### src/rtl/rrs_pkg.sv
// Shared constants, types and helpers of the ridge-regression SGD engine.
// No dependencies.
package rrs_pkg;

    localparam int MAX_FEATURES_DEF = 16;

    localparam int OP_W       = 3;
    localparam int IDX_W      = 5;
    localparam int DATA_W     = 32;
    localparam int IN_TDATA_W = 40;
    localparam int OUT_TDATA_W = 64;
    localparam int CFG_IDX_W  = 2;
    localparam int CFG_DATA_W = 32;

    localparam int DVD_W = 128;
    localparam int DVS_W = 64;

    // Operation codes
    localparam logic [OP_W-1:0] OP_LOAD    = 3'd0;
    localparam logic [OP_W-1:0] OP_FEATURE = 3'd1;
    localparam logic [OP_W-1:0] OP_TRAIN   = 3'd2;
    localparam logic [OP_W-1:0] OP_PREDICT = 3'd3;
    localparam logic [OP_W-1:0] OP_SCORE   = 3'd4;
    localparam logic [OP_W-1:0] OP_REPORT  = 3'd5;

    // Result kinds
    localparam logic KIND_PRED   = 1'b0;
    localparam logic KIND_REPORT = 1'b1;

    // Configuration register indexes
    localparam logic [CFG_IDX_W-1:0] REG_LEARN_RATE     = 2'd0;
    localparam logic [CFG_IDX_W-1:0] REG_RIDGE_STRENGTH = 2'd1;
    localparam logic [CFG_IDX_W-1:0] REG_USE_INTERCEPT  = 2'd2;
    localparam logic [CFG_IDX_W-1:0] REG_FEATURE_COUNT  = 2'd3;

    localparam logic [15:0] LEARN_RATE_RST = 16'd655;
    localparam logic [23:0] RIDGE_RST      = 24'd65536;
    localparam logic [4:0]  FCOUNT_RST     = 5'd16;

    localparam logic signed [31:0] ONE_Q16 = 32'sd65536;
    localparam logic signed [71:0] S32_MAX = 72'sd2147483647;
    localparam logic signed [71:0] S32_MIN = -72'sd2147483648;

    // Divider status
    typedef struct packed {
        logic busy;
        logic done;
    } div_stat_t;

    // Clamp a wide signed value to 32 bits
    function automatic logic signed [31:0] sat32(input logic signed [71:0] v);
        if (v > S32_MAX)
            return S32_MAX[31:0];
        if (v < S32_MIN)
            return S32_MIN[31:0];
        return v[31:0];
    endfunction

endpackage

### src/rtl/rrs_div.sv
// Restoring divider, one quotient bit per cycle, 128-bit dividend by 64-bit divisor.
// Depends on rrs_pkg.
module rrs_div (
    input  logic                        clk,
    input  logic                        rst_n,
    input  logic                        start,
    input  logic [rrs_pkg::DVD_W-1:0]   dividend,
    input  logic [rrs_pkg::DVS_W-1:0]   divisor,
    output logic [rrs_pkg::DVD_W-1:0]   quotient,
    output rrs_pkg::div_stat_t          stat
);
    import rrs_pkg::*;

    localparam int CNT_W = $clog2(DVD_W);

    logic [DVD_W-1:0] dvd_reg, dvd_next;
    logic [DVS_W-1:0] dvs_reg, dvs_next;
    logic [DVS_W-1:0] rem_reg, rem_next;
    logic [CNT_W-1:0] cnt_reg, cnt_next;
    logic             busy_reg, busy_next;
    logic             done_reg, done_next;
    logic [DVS_W:0]   trial;
    logic [DVS_W:0]   diff;
    logic             fits;

    // Shift in one dividend bit and try the subtract
    assign trial = {rem_reg, dvd_reg[DVD_W-1]};
    assign diff  = trial - {1'b0, dvs_reg};
    assign fits  = (trial >= {1'b0, dvs_reg});

    always_comb
    begin
        dvd_next  = dvd_reg;
        dvs_next  = dvs_reg;
        rem_next  = rem_reg;
        cnt_next  = cnt_reg;
        busy_next = busy_reg;
        done_next = 1'b0;
        if (start)
        begin
            dvd_next  = dividend;
            dvs_next  = divisor;
            rem_next  = '0;
            cnt_next  = CNT_W'(DVD_W - 1);
            busy_next = 1'b1;
        end
        else if (busy_reg)
        begin
            rem_next = fits ? diff[DVS_W-1:0] : trial[DVS_W-1:0];
            dvd_next = {dvd_reg[DVD_W-2:0], fits};
            if (cnt_reg == '0)
            begin
                busy_next = 1'b0;
                done_next = 1'b1;
            end
            else
            begin
                cnt_next = cnt_reg - 1'b1;
            end
        end
    end

    // Hold control under reset
    always_ff @(posedge clk or negedge rst_n)
    begin
        if (!rst_n)
        begin
            busy_reg <= 1'b0;
            done_reg <= 1'b0;
            cnt_reg  <= '0;
        end
        else
        begin
            busy_reg <= busy_next;
            done_reg <= done_next;
            cnt_reg  <= cnt_next;
        end
    end

    // Datapath registers
    always_ff @(posedge clk)
    begin
        dvd_reg <= dvd_next;
        dvs_reg <= dvs_next;
        rem_reg <= rem_next;
    end

    assign quotient  = dvd_reg;
    assign stat.busy = busy_reg;
    assign stat.done = done_reg;

endmodule

### config.mk
export PLATFORM = sky130hd
export DESIGN_NAME = rrs_div
export DESIGN_NICKNAME = d
export VERILOG_FILES = /design/src/rtl/rrs_pkg.sv /design/src/rtl/rrs_div.sv
export SDC_FILE = /design/constraint.sdc
export NUM_CORES = 1
export LEC_CHECK = 0
export BUFFER_PORTS_ARGS = -buffer_cell sky130_fd_sc_hd__buf_2
export CAP_MARGIN = 15
export CORE_MARGIN = 2
export CORE_UTILIZATION = 40
export DETAILED_ROUTE_END_ITERATION = 12
export GPL_ROUTABILITY_DRIVEN = 0
export HOLD_SLACK_MARGIN = 0.12
export PLACE_DENSITY = 0.66
export SYNTH_ARGS = -nofsm -noshare
export SYNTH_HDL_FRONTEND = slang
export SYNTH_SLANG_ARGS = --single-unit
### constraint.sdc
create_clock -name clk -period 4.45 [get_ports clk]
set_input_delay 0.89 -clock clk [delete_from_list [all_inputs] [get_ports clk]]
set_output_delay 0.89 -clock clk [all_outputs]
set_load 0.02 [all_outputs]
Yosys cells after proc, flatten, opt, wreduce, memory -nomap -nowiden
Index checks and enable logic that the tools add are counted.

$add $sub $neg: 2. Order comparisons: 1. Equal/unequal tests: 1. Mux-type cells: 12. Reduce and logical (&&, ||, !) cells: 3.

Operators with widths (number): 128-bit 2-to-1 mux (2); 65-bit by 64-bit greater-or-equal comparator with 1-bit output (1); 64-bit 2-to-1 mux (1); 64-bit subtractor (1); 7-bit 2-to-1 mux (3); 7-bit logical NOT (1); 7-bit by 1-bit subtractor with 7-bit output (second input constant) (1); 1-bit 2-to-1 mux (6); 2-bit inequality test (second input constant) (1); 2-bit AND reduction (1); 2-bit nonzero test (1).

Register bits: 265. Input bits: 195. Output and inout bits: 130. Word-level logic and storage cells: 25.

Longest topological paths before layout
Gate-level depths: netlist of run 1.

Word-level depth: 4. Mapped depth: 15. Depth with buffers taken out: 13.

Worst setup path after synthesis of run 1
No wires, ideal clock.

Path type: input-to-reg. From: input port start. To: register dvd_reg[0] (netlist: quotient[0]) (enable). Library setup time: 0.433 ns. Arrival time: 2.894 ns. Data required time: 4.017 ns. Path slack: 1.123 ns. Stages: 3. Path buffers: 2. Cells stage by stage: clkbuf_1 clkbuf_1 or2_2.

Longest elaborated chain between the ends: 1.

Ends and longest elaborated chain: start: declaration (RTL line rrs_div.sv:6) `input logic start,`; 2-bit nonzero test (no source line); end signal: assignment (RTL line rrs_div.sv:83) `dvd_reg <= dvd_next;`; end: declaration (RTL line rrs_div.sv:16) `logic [DVD_W-1:0] dvd_reg, dvd_next;`.

No other way between the ends. A chain may end at the register's enable or synchronous reset.

Worst setup path in the final report of run 1
From: register dvd_reg[127] (netlist: quotient[127]). To: register rem_reg[56].

Longest elaborated chain between the ends: 2. Elaborated cells on any way between the ends: 3. Classes of those cells: add/sub: 1; order compare: 1; mux: 1.

Ends and longest elaborated chain: 64-bit subtractor or 65-bit by 64-bit greater-or-equal comparator with 1-bit output (tied branches) (RTL line rrs_div.sv:28, rrs_div.sv:29); 64-bit 2-to-1 mux (*) (RTL line rrs_div.sv:49) `rem_next = fits ? diff[DVS_W-1:0] : trial[DVS_W-1:0];`; end signal: assignment (RTL line rrs_div.sv:85) `rem_reg <= rem_next;`; end: declaration (RTL line rrs_div.sv:18) `logic [DVS_W-1:0] rem_reg, rem_next;`.

Every way passes the cells marked *; elsewhere a longest branch is shown, timed or not.

==> results of run 1 <==
[layout make-up]
type                    count  area share (%)
diodes                      7          0.0985
clock buffers              43            5.09
clock inverters            16           0.696
inverters                  79            1.67
multi-input cells         946            38.5
flip-flops and latches    265            40.9
well taps                 468            3.29
repair buffers            335            9.78
[layer usage]
metal	GRT usage, %	part of all wire (%)
met5	0	0.24
met1	24.8	41
met4	7.07	2.8
met2	35.2	48
met3	6.76	7.7
[final timing paths]
path | to | cells past startpoint
min in group clk | rem_reg[6] | 2
max | rem_reg[56] | 14
min reg2reg | rem_reg[6] | 2
min | cnt_reg[2] | 1
max in group asynchronous | busy_reg | 1
max reg2reg | rem_reg[56] | 14
[power by group through the flow]
stage	registers (mW)	logic (mW)	clock network (mW)
finish	3.41	3.98	2.54
global route	3.47	4.42	2.72
CTS	3.41	3.98	2.63
detailed placement	3.45	3.96	0
global placement	3.44	3.91	0
floorplan	3.54	2.95	0
[logic make-up (layout without fill, tap and decap cells)]
logic type | count (synthesis) | count (layout) | share of synthesized area (%)
and+or+nand+nor | 340 | 340 | 11.0
AOI/OAI and AO/OA | 327 | 327 | 14.6
DFF | 265 | 265 | 49.2
buffers and inverters | 159 | 473 | 4.58
muxes | 153 | 153 | 11.4
adders and majority gates | 67 | 67 | 5.72
xor gates and xnor gates | 59 | 59 | 3.49
other | 0 | 7 | 0
[cells in the mapped netlist (all sizes together) (4+ instances only)]
library cell	instances
edfxtp	192
nor2	132
mux2	129
a21oi	107
inv	79
nand2	74
ha	66
dfxtp	64
a211oi	56
clkbuf	53
o21ai	40
a21o	34
xor2	33
buf	27
xnor2	26
mux2i	24
nor3	19
nand4	18
nand3	17
nor2b	17
o21bai	16
nand2b	12
o21a	12
a31oi	10
dfrtp	9
and4	8
o31ai	8
and3	6
nor3b	6
or4	6
a21boi	5
o211ai	5
and2	4
nand3b	4
nor4	4
or3	4
[through the flow]
stage          area, sq um  hold slack (ns)  worst slack (ns)  total power [mW]  cells
6_report             17800            0.198             0.526              9.93   2159
5_1_grt              17800            0.191             0.418              10.6   2155
4_1_cts              17800            0.164             0.576              10.0   2152
3_5_place_dp         16700            0.489             0.632              7.41   2093
3_3_place_gp         16700            0.481             0.654              7.36   2093
2_1_floorplan        14800            0.463              1.12              6.48   1370
[critical path: stages, from the launching register on]
cell and delay, ns:
sky130_fd_sc_hd__edfxtp_1 0.37, sky130_fd_sc_hd__inv_1 0.06, sky130_fd_sc_hd__ha_1 0.23, sky130_fd_sc_hd__fa_1 0.40
sky130_fd_sc_hd__nor2b_1 0.19, sky130_fd_sc_hd__o2111ai_1 0.19, sky130_fd_sc_hd__a21boi_1 0.34, sky130_fd_sc_hd__a31oi_1 0.24
sky130_fd_sc_hd__o31ai_1 0.33, sky130_fd_sc_hd__buf_4 0.19, sky130_fd_sc_hd__a31oi_1 0.26, sky130_fd_sc_hd__o311ai_1 0.50
sky130_fd_sc_hd__xor2_1 0.19, sky130_fd_sc_hd__mux2i_1 0.09, sky130_fd_sc_hd__a211oi_1 0.24
==> impl_metrics.prom, run 1 <==
# TYPE chip_impl_metric gauge
chip_impl_info{name="run_status",value="finished, final reports clean"} 1
chip_impl_metric{name="share_comb_of_total_power",unit="%"} 40.1
chip_impl_metric{name="multi_input_area",unit="sq mm"} 0.00685
chip_impl_info{name="synth_flop_cell",value="sky130_fd_sc_hd__edfxtp_1"} 1
chip_impl_info{name="regToRegStartpoint",value="quotient[127]"} 1
chip_impl_info{name="synth_area_leaders",value="sky130_fd_sc_hd__edfxtp_1 39%, sky130_fd_sc_hd__mux2_2 9.8%, sky130_fd_sc_hd__dfxtp_1 8.7%"} 1
chip_impl_metric{name="worstPathMaxFanout",unit=""} 4
chip_impl_metric{name="power_switching",unit="mW"} 3.70
chip_impl_metric{name="clock_insertion_delay_worst_skew",unit="ns"} 0.54
chip_impl_metric{name="first_pass_iters",unit=""} 7
chip_impl_metric{name="r2r_slack",unit="ns"} 0.53
chip_impl_metric{name="fp.coreArea",unit="sq mm"} 0.0365
chip_impl_info{name="leading_cell_types_in_the_layout_fill_and_taps_excluded",value="323 x sky130_fd_sc_hd__buf_2, 192 x sky130_fd_sc_hd__edfxtp_1, 132 x sky130_fd_sc_hd__nor2_1"} 1
chip_impl_metric{name="hold_viol",unit=""} 0
chip_impl_metric{name="finalClockSkew",unit="ns"} 0.0202
chip_impl_metric{name="power.density",unit="mW/mm^2"} 558
chip_impl_metric{name="register_area",unit="sq mm"} 0.00728
chip_impl_metric{name="max_slew.worst_pin.slew",unit="ns"} 0.956
chip_impl_info{name="timing.hold.worst.class",value="in2async"} 1
chip_impl_metric{name="post_route_cells_drive_above_1_share",unit="%"} 31.3
chip_impl_metric{name="ant_nets",unit=""} 0
chip_impl_metric{name="number_of_filler_instances_in_the_final_layout",unit=""} 3345
chip_impl_metric{name="drt-vias-per-instance",unit=""} 5.33
chip_impl_metric{name="initial_utilization",unit="%"} 40.5
chip_impl_metric{name="place.port_buffers",unit=""} 324
chip_impl_metric{name="cp_data_arrival_time",unit="ns"} 4.36
chip_impl_metric{name="synth-seq-area-share",unit="%"} 49.2
chip_impl_metric{name="postCtsSetupRepairBufs",unit=""} 0
chip_impl_metric{name="routed_wirelength",unit="um"} 40500
chip_impl_metric{name="cts.repair.resized",unit=""} 0
chip_impl_metric{name="tritoncts_num_sinks",unit=""} 265
chip_impl_metric{name="boundaryPins",unit=""} 325
chip_impl_metric{name="critPathRequiredTime",unit="ns"} 4.89
chip_impl_metric{name="synth-edff-count",unit=""} 192
chip_impl_metric{name="share_clk_of_total_power",unit="%"} 25.6
chip_impl_metric{name="ir_drop",unit="uV"} 348
chip_impl_metric{name="dr_total_vias",unit=""} 11513
chip_impl_info{name="setup_repair_after_global_routing_missed_its_margin",value="no"} 1
chip_impl_metric{name="max_freq",unit="MHz"} 255
chip_impl_metric{name="die_x",unit="um"} 196
chip_impl_info{name="critical_path.startpoint",value="quotient[127]"} 1
chip_impl_metric{name="dr.first_iter.drc_count",unit=""} 670
chip_impl_metric{name="final_worst_path_cycle_share",unit="%"} 88.2
chip_impl_metric{name="cts-buffers-inserted",unit=""} 34
chip_impl_metric{name="dieArea",unit="sq mm"} 0.0385
chip_impl_metric{name="synthCells",unit=""} 1370
chip_impl_metric{name="first_global_vias",unit=""} 11475
chip_impl_metric{name="synth-warning-count",unit=""} 0
chip_impl_metric{name="hpwlAfterDp",unit="um"} 30200
chip_impl_metric{name="crit_path_time_final",unit="ns"} 3.92
chip_impl_info{name="critical_path.startpoint_type",value="register"} 1
chip_impl_metric{name="synth.top_cell.area_share",unit="%"} 39.0
chip_impl_metric{name="grt_use_total",unit="%"} 20.8
chip_impl_metric{name="wire_length_of_the_first_global_routing_pass",unit="um"} 62700
chip_impl_info{name="worst-setup-path-type",value="reg2reg"} 1
chip_impl_info{name="yosys.area.top_type",value="sky130_fd_sc_hd__edfxtp_1"} 1
chip_impl_metric{name="postSynthNetCount",unit=""} 1632
chip_impl_info{name="ctsRootBufferMaster",value="sky130_fd_sc_hd__clkbuf_16"} 1
chip_impl_metric{name="p_leak",unit="nW"} 7.73
chip_impl_metric{name="cts-hold-fix-buffers",unit=""} 0
chip_impl_metric{name="wl_per_cell",unit="um"} 18.7
chip_impl_metric{name="antenna_found_initial",unit=""} 15
chip_impl_metric{name="post_synth_arst_share",unit="%"} 3.40
chip_impl_metric{name="internal_power",unit="mW"} 6.22
chip_impl_metric{name="seq_power_share",unit="%"} 34.4
chip_impl_metric{name="synth.ff_latch_count",unit=""} 265
chip_impl_metric{name="worst_setup_hold_path_clk_slew",unit="ns"} 0.06
chip_impl_metric{name="syn2layout_area_growth",unit="%"} 20.3
chip_impl_metric{name="slew_viol_final",unit=""} 0
chip_impl_metric{name="synthesized_area",unit="sq mm"} 0.0148
chip_impl_metric{name="cap_violations",unit=""} 0
chip_impl_metric{name="final_core_utilization",unit="%"} 48.7
chip_impl_metric{name="synthesis.area_per_instance",unit="sq um"} 10.8
chip_impl_metric{name="chipHeight",unit="um"} 196
chip_impl_metric{name="grt_max_degree",unit=""} 100
chip_impl_info{name="tritoncts",value="built"} 1
chip_impl_metric{name="overall_overflow_remaining_after_global_route",unit=""} 0
chip_impl_metric{name="synth_cell_type_count",unit=""} 74
chip_impl_metric{name="netSwitchingFraction",unit="%"} 37.3
chip_impl_metric{name="cts_max_path_buffers",unit=""} 3
chip_impl_metric{name="finalSetupTns",unit="ns"} 0
chip_impl_metric{name="rows",unit=""} 70
chip_impl_metric{name="setup_viol",unit=""} 0
chip_impl_metric{name="drc",unit=""} 0
chip_impl_info{name="final_common_cell",value="sky130_fd_sc_hd__buf_2"} 1
chip_impl_info{name="setup.worst_path.end_class",value="register"} 1
chip_impl_metric{name="max_slew_margin",unit="%"} 36.2
chip_impl_metric{name="design.final.nets",unit=""} 1923
chip_impl_metric{name="largest_register_ff_count",unit=""} 128
chip_impl_metric{name="ctsHtreeMaxLevel",unit=""} 2
(Power assumes the default switching activity.)
==> inputs of run 2 (changes only) <==
Settings changed: PLACE_DENSITY 0.66 to 0.71.
==> impl_metrics.prom, run 2 (same netlist as run 1, synthesis figures left out) <==
# TYPE chip_impl_metric gauge
chip_impl_info{name="run_status",value="finished, final reports clean"} 1
chip_impl_info{name="worstSetupEndpoint",value="rem_reg[56]"} 1
chip_impl_metric{name="initial_utilization",unit="%"} 40.5
chip_impl_metric{name="slew_viol_final",unit=""} 0
chip_impl_metric{name="wl_per_cell",unit="um"} 18.5
chip_impl_metric{name="dr.first_iter.drc_count",unit=""} 650
chip_impl_metric{name="netSwitchingFraction",unit="%"} 37.5
chip_impl_metric{name="routed_wirelength",unit="um"} 39900
chip_impl_info{name="critical_path.startpoint",value="quotient[127]"} 1
chip_impl_metric{name="rows",unit=""} 70
chip_impl_metric{name="cts.repair.resized",unit=""} 0
chip_impl_info{name="setup.worst_path.end_class",value="register"} 1
chip_impl_metric{name="final_worst_path_cycle_share",unit="%"} 83.7
chip_impl_metric{name="hold_viol",unit=""} 0
chip_impl_metric{name="dr_total_vias",unit=""} 11493
chip_impl_metric{name="post_route_cells_drive_above_1_share",unit="%"} 31.1
chip_impl_metric{name="overall_overflow_remaining_after_global_route",unit=""} 0
chip_impl_metric{name="place.port_buffers",unit=""} 324
chip_impl_metric{name="postCtsSetupRepairBufs",unit=""} 0
chip_impl_metric{name="power_switching",unit="mW"} 3.69
chip_impl_metric{name="grt_max_degree",unit=""} 106
chip_impl_metric{name="clock_insertion_delay_worst_skew",unit="ns"} 0.59
chip_impl_metric{name="cts_max_path_buffers",unit=""} 3
chip_impl_metric{name="cts-buffers-inserted",unit=""} 31
chip_impl_info{name="worst-setup-path-type",value="reg2reg"} 1
chip_impl_metric{name="share_clk_of_total_power",unit="%"} 24.7
chip_impl_metric{name="worstPathMaxFanout",unit=""} 4
chip_impl_metric{name="seq_power_share",unit="%"} 34.7
chip_impl_metric{name="chipHeight",unit="um"} 196
chip_impl_metric{name="drc",unit=""} 0
chip_impl_metric{name="fp.coreArea",unit="sq mm"} 0.0365
chip_impl_metric{name="drt-vias-per-instance",unit=""} 5.33
chip_impl_info{name="leading_cell_types_in_the_layout_fill_and_taps_excluded",value="323 x sky130_fd_sc_hd__buf_2, 192 x sky130_fd_sc_hd__edfxtp_1, 132 x sky130_fd_sc_hd__nor2_1"} 1
chip_impl_metric{name="finalSetupTns",unit="ns"} 0
chip_impl_metric{name="power_consumption",unit="mW"} 9.84
chip_impl_metric{name="setup_viol",unit=""} 0
chip_impl_metric{name="die_x",unit="um"} 196
chip_impl_metric{name="multi_input_area",unit="sq mm"} 0.00685
chip_impl_info{name="reg2reg_to",value="rem_reg[56]"} 1
chip_impl_metric{name="boundaryPins",unit=""} 325
chip_impl_metric{name="critPathRequiredTime",unit="ns"} 4.95
chip_impl_metric{name="worst_setup_hold_path_clk_slew",unit="ns"} 0.06
chip_impl_metric{name="cp_data_arrival_time",unit="ns"} 4.22
chip_impl_metric{name="wire_length_of_the_first_global_routing_pass",unit="um"} 61400
chip_impl_metric{name="max_slew_margin",unit="%"} 52.4
chip_impl_metric{name="share_comb_of_total_power",unit="%"} 40.6
chip_impl_metric{name="tritoncts_num_sinks",unit=""} 265
chip_impl_metric{name="finalClockSkew",unit="ns"} 0.0175
chip_impl_metric{name="ctsHtreeMaxLevel",unit=""} 1
chip_impl_info{name="regToRegStartpoint",value="quotient[127]"} 1
chip_impl_metric{name="max_freq",unit="MHz"} 268
chip_impl_info{name="tritoncts",value="built"} 1
chip_impl_metric{name="dieArea",unit="sq mm"} 0.0385
chip_impl_metric{name="antenna_found_initial",unit=""} 18
chip_impl_metric{name="hpwlAfterDp",unit="um"} 29900
chip_impl_metric{name="worstRegToRegCells",unit=""} 13
chip_impl_metric{name="design.final.nets",unit=""} 1918
chip_impl_info{name="timing.hold.worst.class",value="in2reg"} 1
chip_impl_info{name="critical_path.startpoint_type",value="register"} 1
chip_impl_metric{name="p_leak",unit="nW"} 7.70
chip_impl_metric{name="ant_nets",unit=""} 0
chip_impl_metric{name="ir_drop",unit="uV"} 375
chip_impl_metric{name="internal_power",unit="mW"} 6.14
chip_impl_metric{name="syn2layout_area_growth",unit="%"} 20.0
chip_impl_metric{name="largest_register_ff_count",unit=""} 128
chip_impl_metric{name="r2r_slack",unit="ns"} 0.72
chip_impl_metric{name="first_pass_iters",unit=""} 5
chip_impl_metric{name="first_global_vias",unit=""} 11399
chip_impl_metric{name="register_area",unit="sq mm"} 0.00728
chip_impl_metric{name="crit_path_time_final",unit="ns"} 3.73
chip_impl_info{name="setup_repair_after_global_routing_missed_its_margin",value="no"} 1
chip_impl_metric{name="cap_violations",unit=""} 0
chip_impl_info{name="final_common_cell",value="sky130_fd_sc_hd__buf_2"} 1
chip_impl_info{name="ctsRootBufferMaster",value="sky130_fd_sc_hd__clkbuf_16"} 1
chip_impl_metric{name="min_delay_path_depth",unit=""} 1
chip_impl_metric{name="grt_use_total",unit="%"} 20.1
chip_impl_metric{name="max_slew.worst_pin.slew",unit="ns"} 0.705
chip_impl_metric{name="power.density",unit="mW/mm^2"} 554
chip_impl_metric{name="number_of_filler_instances_in_the_final_layout",unit=""} 3327
run 2: cell types whose count changed in the layout (fill, tap and decap cells not counted):
| cell | change |
|---|---|
| sky130_fd_sc_hd__buf_4 | -6 |
| sky130_fd_sc_hd__clkbuf_8 | -1 |
| sky130_fd_sc_hd__clkinv_1 | -2 |
| sky130_fd_sc_hd__diode_2 | +1 |
| sky130_fd_sc_hd__dlygate4sd3_1 | +1 |
| sky130_fd_sc_hd__inv_6 | +1 |
| sky130_fd_sc_hd__clkinv_2 | +1 |
| sky130_fd_sc_hd__clkinvlp_4 | +1 |
| sky130_fd_sc_hd__clkinv_8 | -2 |
| sky130_fd_sc_hd__clkbuf_1 | +2 |
| sky130_fd_sc_hd__clkbuf_16 | -3 |
| sky130_fd_sc_hd__bufinv_16 | +1 |
| sky130_fd_sc_hd__buf_12 | +3 |
run 2: metal layers:
metal | track usage [%] | wire length, um | vias to the layer above
met5 | 0 | 126 | -
met4 | 5.19 | 995 | 18
met3 | 6.72 | 3130 | 74
met2 | 34.4 | 19200 | 358
met1 | 24.4 | 16400 | 5415
li1 | - | - | 5628
run 2: timing repair:
| action | 4_1_cts | 5_1_grt |
|---|---|---|
| hold buffers | 1 | 0 |
| endpoints found under the setup margin | 0 | 0 |
| endpoints found under the hold margin | 7 | 0 |
run 2: layout make-up:
class	count	share of cell area [%]
Clock inverter	16	0.761
Clock buffer	41	4.64
Antenna cell	8	0.113
Tap cell	468	3.30
Inverter	79	1.67
Timing Repair Buffer	333	9.94
Sequential cell	265	41.0
Multi-Input combinational cell	946	38.6
run 2: power by group through the flow:
stage               Sequential, mW  Clock, mW  Combinational [mW]
floorplan                     3.54          0                2.95
global placement              3.44          0                3.89
detailed placement            3.45          0                3.96
CTS                           3.41       2.51                3.97
global route                  3.47       2.60                4.39
finish                        3.41       2.43                3.99
run 2: how the worst min path moves through the flow:
stage / slack (ns) / start / end
after floorplan: 0.46 / rem_reg[1] / rem_reg[1]
after global placement: 0.48 / rem_reg[50] / rem_reg[50]
after detailed placement: 0.49 / rem_reg[51] / rem_reg[51]
after CTS: 0.44 / divisor[58] / dvs_reg[58]
after global routing: 0.44 / divisor[56] / dvs_reg[56]
final: 0.48 / divisor[58] / dvs_reg[58]
run 2: critical path: stages (launching register included):
cell and delay, ns:
sky130_fd_sc_hd__edfxtp_1 0.36, sky130_fd_sc_hd__inv_1 0.05, sky130_fd_sc_hd__ha_1 0.22, sky130_fd_sc_hd__fa_1 0.40, sky130_fd_sc_hd__nor2b_1 0.21, sky130_fd_sc_hd__o2111ai_1 0.20
sky130_fd_sc_hd__a21boi_1 0.32, sky130_fd_sc_hd__a31oi_1 0.22, sky130_fd_sc_hd__o31ai_1 0.45, sky130_fd_sc_hd__a31oi_1 0.30, sky130_fd_sc_hd__o311ai_1 0.42, sky130_fd_sc_hd__xor2_1 0.18
sky130_fd_sc_hd__mux2i_1 0.08, sky130_fd_sc_hd__a211oi_1 0.22
run 2: stage by stage:
step                      utilization (%)  worst slack, ns  area (sq um)  hold WS, ns  instances
after global placement               45.9            0.800         16800        0.481       2090
after floorplan                         -             1.12         14800        0.463       1370
after global routing                 48.6            0.496         17700        0.443       2151
after CTS                            48.5            0.708         17700        0.440       2148
final                                48.6            0.725         17700        0.479       2156
after detailed placement             45.9            0.756         16800        0.493       2090
==> inputs of run 3 (changes only) <==
Clock period 4.45 ns to 3.8 ns, I/O delays scaled along.
==> impl_metrics.prom, run 3 (same netlist as run 1, synthesis figures left out) <==
# TYPE chip_impl_metric gauge
chip_impl_metric{name="ctsHtreeMaxLevel",unit=""} 1
chip_impl_info{name="setup_repair_after_global_routing_missed_its_margin",value="yes"} 1
chip_impl_metric{name="dr.first_iter.drc_count",unit=""} 691
chip_impl_metric{name="largest_register_ff_count",unit=""} 128
chip_impl_metric{name="syn2layout_area_growth",unit="%"} 21.5
chip_impl_metric{name="rows",unit=""} 70
chip_impl_metric{name="grt_max_degree",unit=""} 84
chip_impl_metric{name="crit_path_time_final",unit="ns"} 3.60
chip_impl_info{name="regToRegStartpoint",value="quotient[127]"} 1
chip_impl_metric{name="p_leak",unit="nW"} 7.82
chip_impl_metric{name="critPathRequiredTime",unit="ns"} 4.31
chip_impl_metric{name="setup_viol",unit=""} 0
chip_impl_metric{name="wl_per_cell",unit="um"} 18.8
chip_impl_info{name="leading_cell_types_in_the_layout_fill_and_taps_excluded",value="323 x sky130_fd_sc_hd__buf_2, 192 x sky130_fd_sc_hd__edfxtp_1, 132 x sky130_fd_sc_hd__nor2_1"} 1
chip_impl_metric{name="worstPathMaxFanout",unit=""} 4
chip_impl_metric{name="worst_setup_hold_path_clk_slew",unit="ns"} 0.06
chip_impl_metric{name="overall_overflow_remaining_after_global_route",unit=""} 0
chip_impl_metric{name="first_global_vias",unit=""} 11513
chip_impl_metric{name="grt_use_total",unit="%"} 20.4
chip_impl_metric{name="cts-buffers-inserted",unit=""} 31
chip_impl_info{name="worst-setup-path-type",value="reg2reg"} 1
chip_impl_info{name="setup.worst_path.end_class",value="register"} 1
chip_impl_metric{name="max_slew.worst_pin.slew",unit="ns"} 0.709
chip_impl_metric{name="post_route_cells_drive_above_1_share",unit="%"} 31.8
chip_impl_metric{name="final_worst_path_cycle_share",unit="%"} 94.7
chip_impl_metric{name="finalClockSkew",unit="ns"} 0.0207
chip_impl_metric{name="die_x",unit="um"} 196
chip_impl_metric{name="place.port_buffers",unit=""} 324
chip_impl_info{name="tritoncts",value="built"} 1
chip_impl_metric{name="hpwlAfterDp",unit="um"} 30500
chip_impl_info{name="run_status",value="finished, final reports clean"} 1
chip_impl_metric{name="wire_length_of_the_first_global_routing_pass",unit="um"} 62400
chip_impl_metric{name="drt-vias-per-instance",unit=""} 5.38
chip_impl_metric{name="clock_insertion_delay_worst_skew",unit="ns"} 0.59
chip_impl_info{name="hold_path.startpoint",value="divisor[5]"} 1
chip_impl_metric{name="fp.coreArea",unit="sq mm"} 0.0365
chip_impl_metric{name="max_slew_margin",unit="%"} 52.7
chip_impl_metric{name="cp_data_arrival_time",unit="ns"} 4.11
chip_impl_metric{name="cap_violations",unit=""} 0
chip_impl_metric{name="slew_viol_final",unit=""} 0
chip_impl_metric{name="tritoncts_num_sinks",unit=""} 265
chip_impl_info{name="final_common_cell",value="sky130_fd_sc_hd__buf_2"} 1
chip_impl_metric{name="ir_drop",unit="uV"} 438
chip_impl_metric{name="hold_viol",unit=""} 0
chip_impl_info{name="timing.hold.worst.class",value="in2reg"} 1
chip_impl_metric{name="drc",unit=""} 0
chip_impl_metric{name="cts_max_path_buffers",unit=""} 3
chip_impl_metric{name="ant_nets",unit=""} 0
chip_impl_metric{name="initial_utilization",unit="%"} 40.5
chip_impl_metric{name="dr_total_vias",unit=""} 11690
chip_impl_metric{name="boundaryPins",unit=""} 325
chip_impl_metric{name="min_delay_path_depth",unit=""} 1
chip_impl_metric{name="power.density",unit="mW/mm^2"} 659
chip_impl_metric{name="antenna_found_initial",unit=""} 19
chip_impl_metric{name="postCtsSetupRepairBufs",unit=""} 0
chip_impl_metric{name="design.final.nets",unit=""} 1933
chip_impl_info{name="critical_path.startpoint_type",value="register"} 1
chip_impl_metric{name="routed_wirelength",unit="um"} 40800
chip_impl_metric{name="max_freq",unit="MHz"} 278
chip_impl_metric{name="first_pass_iters",unit=""} 5
chip_impl_metric{name="dieArea",unit="sq mm"} 0.0385
chip_impl_metric{name="finalSetupTns",unit="ns"} 0
chip_impl_metric{name="worstRegToRegCells",unit=""} 14
chip_impl_info{name="critical_path.startpoint",value="quotient[127]"} 1
chip_impl_metric{name="chipHeight",unit="um"} 196
chip_impl_info{name="ctsRootBufferMaster",value="sky130_fd_sc_hd__clkbuf_16"} 1
chip_impl_metric{name="power_consumption",unit="mW"} 11.8
[run 3: through the flow]
stage | cells | utilization, % | area, sq um | worst slack, ns | hold slack [ns]
floorplan | 1370 | - | 14800 | 0.540 | 0.463
global placement | 2104 | 46.2 | 16900 | 0.244 | 0.483
detailed placement | 2104 | 46.2 | 16900 | 0.0154 | 0.494
CTS | 2163 | 49.0 | 17900 | 0.0339 | 0.306
global route | 2170 | 49.2 | 18000 | -0.0362 | 0.320
finish | 2173 | 49.2 | 18000 | 0.202 | 0.342
[run 3: area by class of cell]
cell class                      instances  area [sq um]
Fill cell                            3327         18600
Sequential cell                       265          7280
Tap cell                              468           586
Antenna cell                            9          22.5
Timing Repair Buffer                  348          1890
Inverter                               79           297
Multi-Input combinational cell        946          6870
Clock inverter                         12           103
Clock buffer                           46           925
[run 3: timing repair]
action | CTS | global route
endpoints found under the hold margin | 9 | 0
resized for setup | 0 | 5
setup endpoints to repair | 0 | 16
hold buffers | 1 | 0
[run 3: power by group]
part	switching (mW)	total (mW)	internal, mW
sequential	0.353	4.00	3.64
combinational	2.81	4.86	2.05
clock	1.25	3.00	1.75
[run 3: path summary, 6_finish.rpt]
| check | slack [ns] | to |
|---|---|---|
| worst max-delay path | 0.20 | rem_reg[56] |
| worst min-delay path | 0.34 | dvs_reg[5] |
| worst max register to register | 0.20 | rem_reg[56] |
| worst min register to register | 0.50 | rem_reg[12] |
| max in group asynchronous | 3.05 | busy_reg |
| min in group asynchronous | 0.55 | done_reg |
[run 3: worst max-delay path: stages (launching register included)]
cell and delay, ns:
sky130_fd_sc_hd__edfxtp_1 0.43, sky130_fd_sc_hd__inv_1 0.07, sky130_fd_sc_hd__ha_1 0.23, sky130_fd_sc_hd__fa_1 0.41, sky130_fd_sc_hd__nor2b_2 0.20, sky130_fd_sc_hd__o2111ai_1 0.19
sky130_fd_sc_hd__a21boi_1 0.22, sky130_fd_sc_hd__a31oi_1 0.15, sky130_fd_sc_hd__o31ai_1 0.29, sky130_fd_sc_hd__buf_4 0.20, sky130_fd_sc_hd__a31oi_1 0.23, sky130_fd_sc_hd__o311ai_2 0.39
sky130_fd_sc_hd__xor2_1 0.19, sky130_fd_sc_hd__mux2i_1 0.09, sky130_fd_sc_hd__a211oi_1 0.22
[run 3: per-layer routing]
metal | track usage, % | part of all wire, %
met1 | 24.4 | 41
met2 | 35.1 | 48
met3 | 6.89 | 7.8
met4 | 5.58 | 2.8
met5 | 0 | 0.28
